$ cat config.mk
export PLATFORM = sky130hd
export DESIGN_NAME = dual_side_block_allocation_map_top
export DESIGN_NICKNAME = d
export VERILOG_FILES = /design/src/sv/dsbam_pkg.sv /design/src/sv/dual_side_block_allocation_map_top.sv /design/src/sv/dsbam_store.sv /design/src/sv/dsbam_update.sv
export SDC_FILE = /design/constraint.sdc
export NUM_CORES = 2
export LEC_CHECK = 0
export ABC_CLOCK_PERIOD_IN_PS = 9200
export BUFFER_PORTS_ARGS = -buffer_cell sky130_fd_sc_hd__clkbuf_2
export CORE_UTILIZATION = 25
export DETAILED_ROUTE_END_ITERATION = 8
export PLACE_DENSITY = 0.35
export SYNTH_ARGS = -nofsm -noshare
export SYNTH_HDL_FRONTEND = slang
export SYNTH_SLANG_ARGS = --single-unit
export TNS_END_PERCENT = 20
$ cat constraint.sdc
create_clock -name clk -period 9.2 [get_ports clk]
set_input_delay 1.84 -clock clk [delete_from_list [all_inputs] [get_ports clk]]
set_output_delay 1.84 -clock clk [all_outputs]
set_load 0.02 [all_outputs]
$ cat src/sv/dsbam_pkg.sv
`default_nettype none
package dsbam_pkg;

  localparam int SIDE_TRACKS = 35;
  localparam int NUM_TRACKS  = 2 * SIDE_TRACKS;
  localparam int DIR_TRACK   = 18;
  localparam int IDX_W       = $clog2(NUM_TRACKS);
  localparam int MAP_W       = 21;
  localparam int CNT_W       = 5;
  localparam int TOT_W       = 12;

  localparam logic [1:0] KIND_ALLOC = 2'd0;
  localparam logic [1:0] KIND_FREE  = 2'd1;
  localparam logic [1:0] KIND_LOAD  = 2'd2;
  localparam logic [1:0] KIND_RSVD  = 2'd3;

  localparam logic [1:0] STAT_DONE    = 2'd0;
  localparam logic [1:0] STAT_ILLEGAL = 2'd1;
  localparam logic [1:0] STAT_SAME    = 2'd2;

  localparam logic [CNT_W-1:0] CNT_MAX = '1;

  typedef struct packed {
    logic [1:0]       kind;
    logic [6:0]       track;
    logic [4:0]       sector;
    logic [MAP_W-1:0] load_bitmap;
    logic [CNT_W-1:0] load_count;
  } req_t;

  typedef struct packed {
    logic [1:0]       status;
    logic [CNT_W-1:0] track_free;
    logic [TOT_W-1:0] blocks_free;
  } rsp_t;

  typedef struct packed {
    logic [MAP_W-1:0] bitmap;
    logic [CNT_W-1:0] count;
  } entry_t;

  typedef struct packed {
    logic             wr_en;
    entry_t           entry;
    logic [1:0]       status;
    logic [CNT_W-1:0] track_free;
    logic [TOT_W-1:0] total;
  } upd_t;

  function automatic logic [4:0] zone_sectors(input logic [6:0] track);
    logic [6:0] rel;
    rel = (track > 7'(SIDE_TRACKS)) ? track - 7'(SIDE_TRACKS) : track;
    if (rel < 7'd18) return 5'd21;
    if (rel < 7'd25) return 5'd19;
    if (rel < 7'd31) return 5'd18;
    return 5'd17;
  endfunction

  function automatic logic is_dir_track(input logic [6:0] track);
    return (track == 7'(DIR_TRACK)) || (track == 7'(SIDE_TRACKS + DIR_TRACK));
  endfunction

  function automatic entry_t entry_reset(input logic [6:0] track);
    entry_t     e;
    logic [4:0] n;
    n = zone_sectors(track);
    e.bitmap = ~({MAP_W{1'b1}} << n);
    e.count  = n;
    if (is_dir_track(track)) begin
      e.bitmap[0] = 1'b0;
      e.count     = n - 5'd1;
    end
    return e;
  endfunction

  function automatic logic [TOT_W-1:0] total_reset();
    logic [TOT_W-1:0] s;
    s = '0;
    for (int t = 1; t <= NUM_TRACKS; t++) begin
      if (!is_dir_track(7'(t))) s = s + TOT_W'(zone_sectors(7'(t)));
    end
    return s;
  endfunction

endpackage
`default_nettype wire

$ cat src/sv/dual_side_block_allocation_map_top.sv
`default_nettype none
// Block availability map for a two-sided disk: per track a free-sector bitmap and free
// count, plus a running free total that leaves out the two directory tracks. For each
// request the track's entry is first read from the track table into a register; in the
// next cycle it is updated, written back and placed in the result register. A new
// request is not taken while one is in flight, and is held off while a result waits
// under stall. There is no clearing pass after reset: per-track valid bits make untouched
// tracks read as their reset map.
module dual_side_block_allocation_map_top (
  input  wire logic       clk,
  input  wire logic       rst,
  input  wire logic       req_valid,
  output logic            req_stall,
  input  wire dsbam_pkg::req_t req,
  output logic            rsp_valid,
  input  wire logic       rsp_stall,
  output dsbam_pkg::rsp_t rsp
);

  localparam logic [dsbam_pkg::TOT_W-1:0] TOTAL_INIT = dsbam_pkg::total_reset();

  logic                          busy;
  logic                          accept;
  dsbam_pkg::req_t               req_q;
  logic [dsbam_pkg::TOT_W-1:0]   total;
  dsbam_pkg::entry_t             rd_data;
  dsbam_pkg::upd_t               upd;
  logic [dsbam_pkg::IDX_W-1:0]   rd_addr;
  logic [dsbam_pkg::IDX_W-1:0]   wr_addr;

  assign req_stall = busy || (rsp_valid && rsp_stall);
  assign accept    = req_valid && !req_stall;
  assign rd_addr   = dsbam_pkg::IDX_W'(req.track - 7'd1);
  assign wr_addr   = dsbam_pkg::IDX_W'(req_q.track - 7'd1);

  dsbam_store u_store (
    .clk     (clk),
    .rst     (rst),
    .rd_en   (accept),
    .rd_addr (rd_addr),
    .rd_data (rd_data),
    .wr_en   (busy && upd.wr_en),
    .wr_addr (wr_addr),
    .wr_data (upd.entry)
  );

  dsbam_update u_update (
    .req   (req_q),
    .entry (rd_data),
    .total (total),
    .upd   (upd)
  );

  always_ff @(posedge clk) begin
    if (rst) begin
      busy      <= 1'b0;
      rsp_valid <= 1'b0;
      total     <= TOTAL_INIT;
    end else begin
      busy <= accept;
      if (busy) begin
        rsp_valid <= 1'b1;
        total     <= upd.total;
      end else if (rsp_valid && !rsp_stall) begin
        rsp_valid <= 1'b0;
      end
    end
  end

  always_ff @(posedge clk) begin
    if (accept) begin
      req_q <= req;
    end
    if (busy) begin
      rsp.status      <= upd.status;
      rsp.track_free  <= upd.track_free;
      rsp.blocks_free <= upd.total;
    end
  end

endmodule
`default_nettype wire

$ cat src/sv/dsbam_store.sv
`default_nettype none
module dsbam_store (
  input  wire logic                      clk,
  input  wire logic                      rst,
  input  wire logic                      rd_en,
  input  wire logic [dsbam_pkg::IDX_W-1:0] rd_addr,
  output dsbam_pkg::entry_t              rd_data,
  input  wire logic                      wr_en,
  input  wire logic [dsbam_pkg::IDX_W-1:0] wr_addr,
  input  wire dsbam_pkg::entry_t         wr_data
);

  dsbam_pkg::entry_t mem [dsbam_pkg::NUM_TRACKS];
  logic [dsbam_pkg::NUM_TRACKS-1:0] valid;

  dsbam_pkg::entry_t            mem_q;
  logic                         valid_q;
  logic [dsbam_pkg::IDX_W-1:0]  addr_q;

  always_ff @(posedge clk) begin
    if (wr_en) begin
      mem[wr_addr] <= wr_data;
    end
    if (rd_en) begin
      mem_q  <= mem[rd_addr];
      addr_q <= rd_addr;
    end
  end

  always_ff @(posedge clk) begin
    if (rst) begin
      valid   <= '0;
      valid_q <= 1'b0;
    end else begin
      if (wr_en) begin
        valid[wr_addr] <= 1'b1;
      end
      if (rd_en) begin
        valid_q <= (rd_addr < dsbam_pkg::IDX_W'(dsbam_pkg::NUM_TRACKS)) && valid[rd_addr];
      end
    end
  end

  // untouched entries read as their reset contents
  assign rd_data = valid_q ? mem_q : dsbam_pkg::entry_reset(7'(addr_q) + 7'd1);

endmodule
`default_nettype wire

$ cat src/sv/dsbam_update.sv
`default_nettype none
module dsbam_update (
  input  wire dsbam_pkg::req_t             req,
  input  wire dsbam_pkg::entry_t           entry,
  input  wire logic [dsbam_pkg::TOT_W-1:0] total,
  output dsbam_pkg::upd_t                  upd
);

  logic                            illegal;
  logic [dsbam_pkg::MAP_W-1:0]     mask;
  logic                            is_free;
  dsbam_pkg::entry_t               nxt;
  logic [1:0]                      status;

  always_comb begin
    illegal = (req.kind == dsbam_pkg::KIND_RSVD) || (req.track == 7'd0) ||
              (req.track > 7'(dsbam_pkg::NUM_TRACKS)) ||
              ((req.kind != dsbam_pkg::KIND_LOAD) &&
               (req.sector >= dsbam_pkg::zone_sectors(req.track)));
    mask    = dsbam_pkg::MAP_W'(1) << req.sector;
    is_free = |(entry.bitmap & mask);
    nxt     = entry;
    status  = dsbam_pkg::STAT_DONE;
    case (req.kind)
      dsbam_pkg::KIND_ALLOC: begin
        if (!is_free) begin
          status = dsbam_pkg::STAT_SAME;
        end else begin
          nxt.bitmap = entry.bitmap & ~mask;
          if (entry.count != '0) nxt.count = entry.count - 5'd1;
        end
      end
      dsbam_pkg::KIND_FREE: begin
        if (is_free) begin
          status = dsbam_pkg::STAT_SAME;
        end else begin
          nxt.bitmap = entry.bitmap | mask;
          if (entry.count != dsbam_pkg::CNT_MAX) nxt.count = entry.count + 5'd1;
        end
      end
      default: begin
        nxt.bitmap = req.load_bitmap;
        nxt.count  = req.load_count;
      end
    endcase

    upd.entry = nxt;
    if (illegal) begin
      upd.wr_en      = 1'b0;
      upd.status     = dsbam_pkg::STAT_ILLEGAL;
      upd.track_free = '0;
      upd.total      = total;
    end else begin
      upd.wr_en      = 1'b1;
      upd.status     = status;
      upd.track_free = nxt.count;
      upd.total      = dsbam_pkg::is_dir_track(req.track) ? total :
                       total - dsbam_pkg::TOT_W'(entry.count) + dsbam_pkg::TOT_W'(nxt.count);
    end
  end

endmodule
`default_nettype wire
==> impl_metrics.env <==
export IMPL_route_detailed_drc=0
export IMPL_syn_cell_area_um2=78600
export IMPL_dieHeight_um=563
export IMPL_max_slew_margin=0.129
export IMPL_power_frac_seq=0.486
export IMPL_ys_seq_elements=1997
export IMPL_p_int_mw=16.0
export IMPL_clockRootBuffer="clkbuf_16"
export IMPL_p_leak_nw=28.3
export IMPL_fin_crit_ns=7.70
export IMPL_dr_first_iter_drc_count=3444
export IMPL_crit_path_end_kind="register"
export IMPL_grt_pass1_vias=39300
export IMPL_drive_gt1_frac=0.302
export IMPL_clockPowerShare=0.420
export IMPL_totalWireLength_mm=246
export IMPL_area_growth_pct=17.6
export IMPL_cp_startpoint="u_store.addr_q[0]"
export IMPL_switching_share=0.243
export IMPL_max_freq_mhz=130
export IMPL_setup_tns_ns=0
export IMPL_die_w_um=563
export IMPL_critical_path_max_fanout=11
export IMPL_num_vias=38000
export IMPL_coreArea_um2=312000
export IMPL_synth_avg_cell_area_um2=21.2
export IMPL_worstMarginPinSlew_ns=1.30
export IMPL_fill_cells=30400
export IMPL_htree_levels=4
export IMPL_port_buffers=64
export IMPL_holdCritStartpoint="u_store.valid[16]"
export IMPL_seq_area_frac_synth=0.752
export IMPL_crit_required_ns=9.99
export IMPL_timing_hold_violations_final=0
export IMPL_hp_class="reg2reg"
export IMPL_viasPerCell=4.60
export IMPL_dr_pass1_iters=6
export IMPL_power_density_nw_per_um2=228
export IMPL_grt_setup_unrepaired="false"
export IMPL_crit_arrival_ns=8.49
export IMPL_ys_top_cells_by_area="edfxtp_1, mux4_2, dfxtp_1, nor2_1, clkbuf_1"
export IMPL_r2r_start="u_store.addr_q[0]"
export IMPL_design_area_um2=92400
export IMPL_synth_edf_count=1912
export IMPL_synthCells=3709
export IMPL_cap_violations=0
export IMPL_criticalPathCategory="reg2reg"
export IMPL_syn_nets=3785
export IMPL_p_switching_mw=5.14
export IMPL_ys_types=85
export IMPL_cpPeakStageDelay_ns=0.58
export IMPL_drtAntennaViolNets=0
export IMPL_ys_warn_count=0
export IMPL_peakVddDrop_mv=0.147
export IMPL_post_cts_buffers=0
export IMPL_power_frac_comb=0.093
export IMPL_slew_violations=0
export IMPL_total_power_mw=21.1
export IMPL_start_util=0.252
export IMPL_cts_resized_gates=0
export IMPL_cts_made_buffers=233
export IMPL_cpMaxStageDelayCell="edfxtp_1"
export IMPL_rows=205
export IMPL_final_nets=4012
export IMPL_setup_viol=0
export IMPL_dieArea_um2=317000
export IMPL_clk_path_buf_depth=4
export IMPL_clock_sinks=1997
export IMPL_boundaryPins=65
export IMPL_ys_flop_type="edfxtp_1"
export IMPL_postCtsHoldBufs=0
export IMPL_dp_hpwl_mm=142
export IMPL_yosys_area_top_type="edfxtp_1"
export IMPL_overflow=0
export IMPL_status="complete, no violations"
export IMPL_grt_max_degree=97
export IMPL_gp_congestion=0.763
export IMPL_antenna_found_initial=34
export IMPL_critPathTopFamily="simple AND/OR/NAND/NOR gates"
export IMPL_cp_buffers_inverters=1
export IMPL_insertion_delay_ns=0.91
export IMPL_synth_top_area_share=0.730
export IMPL_path_clk_slew_ns=0.06
export IMPL_fin_crit_sh=0.837
export IMPL_cts_tree="done"
export IMPL_wire_per_inst_um=29.7
export IMPL_worstSetupStartpointType="register"
export IMPL_skew_ns=0.0526
export IMPL_synth_async_reset_ratio=0
export IMPL_groute_usage_overall=0.154
export IMPL_grt_pass1_wl_mm=340
export IMPL_place_area_um2=85200
-- worst register-to-register path, delay by kind of cell (launching register included) --
| family | cells | cell delay [ns] |
|---|---|---|
| xor gates and xnor gates | 1 | 0.15 |
| and+or+nand+nor | 10 | 2.85 |
| buffers and inverters | 1 | 0.22 |
| AOI/OAI and AO/OA | 11 | 2.25 |
| adders and majority gates | 4 | 1.55 |
| DFF | 1 | 0.58 |
-- per-stage QoR --
step / setup slack [ns] / utilization / std cells / hold WS, ns
global route: 0.889 / 0.296 / 8265 / 0.481
CTS: 1.47 / 0.296 / 8263 / 0.464
floorplan: 1.30 / - / 3709 / 0.432
global placement: 1.34 / 0.273 / 7841 / 0.443
finish: 1.50 / 0.296 / 8275 / 0.460
detailed placement: 1.52 / 0.273 / 7841 / 0.450
-- final cells by class --
cell class              count  area [um^2]  area share
diodes                     12         30.0    0.000325
flip-flops and latches   1997        59100       0.640
repair buffers            195         1440      0.0156
inverters                  48          188     0.00203
clock inverters           126          966      0.0105
clock buffers             296         6230      0.0674
well taps                4140         5180      0.0561
multi-input cells        1461        19300       0.208
-- cell families after synthesis --
family | Yosys count | synth area share
buffers and inverters | 251 | 0.0124
and+or+nand+nor | 493 | 0.0279
muxes | 643 | 0.176
xor gates and xnor gates | 28 | 0.00322
AOI/OAI and AO/OA | 265 | 0.0227
DFF | 1997 | 0.752
adders and majority gates | 32 | 0.00557
-- per-layer routing --
metal  GRT usage  vias up  wire [um]
met3      0.0183      286      12300
met1       0.223    20900     113000
met5           0        -          0
met4      0.0338        0       4380
li1            -    15900          -
met2       0.248      943     116000
-- registers in the layout (all words and copies together), names as in the netlist --
name and cells:
req_q 40, rsp_valid 1, busy 1, u_store.valid 70
u_store.addr_q 7, u_store.valid_q 1, u_store.mem_q 26, u_store.mem 1820
total 12, rsp 19
-- synth_stat cells (5+ instances only) --
library cell  number
buf_1             43
nand2b_1          14
buf_2              9
mux2_2             8
nor4_1             8
or3_1             13
o21ai_0           56
dfxtp_1           85
and2_1            10
xnor2_1           18
a22o_1            11
mux2i_1           44
nor2_1           244
xor2_1             9
and3_1             7
fa_1               5
nand2_1          110
clkbuf_1         147
o211ai_1           6
edfxtp_1        1912
o21ai_1            6
o31ai_1            9
o21a_1            33
a21oi_1           69
mux4_2           591
nand3_1           16
a31oi_1            8
inv_1             47
ha_1              27
or2_2              6
nor2b_1            7
nor3_1            33
-- power groups by stage --
stage	clock network (mW)	registers, mW	logic (mW)
6_report	8.87	10.3	1.97
3_3_place_gp	0	10.5	2.04
3_5_place_dp	0	10.5	2.04
5_1_grt	9.46	10.3	2.10
4_1_cts	9.16	10.3	2.04
2_1_floorplan	0	10.4	1.06
-- worst paths after layout --
kind / endpoint / cells past startpoint / slack (ns)
worst max-delay path: total[11] / 27 / 1.50
worst min register to register: u_store.valid[16] / 1 / 0.46
worst min-delay path: u_store.valid[16] / 1 / 0.46
worst max register to register: total[11] / 27 / 1.50
-- placed cells by master (no fill, tap or decap), types with 7 or more instances in the layout --
cell type,count
edfxtp_1,1912
mux4_2,591
clkbuf_16,236
nor2_1,174
buf_4,121
nand2_1,106
dfxtp_1,84
nor2_4,70
a21oi_1,68
clkbuf_2,62
clkinv_1,57
o21ai_0,54
clkbuf_1,50
inv_1,45
mux2i_1,44
clkinv_2,41
nor3_1,33
o21a_1,32
ha_1,26
xnor2_1,16
nand3_1,16
nand2b_1,14
bufinv_16,14
diode_2,12
or3_1,12
a22o_2,12
clkbuf_8,10
buf_12,10
nor4_1,8
a31oi_1,8
mux2_2,8
and2_1,8
nor2b_1,7
and3_1,7
Note: power is estimated with default switching activity, not from simulation.
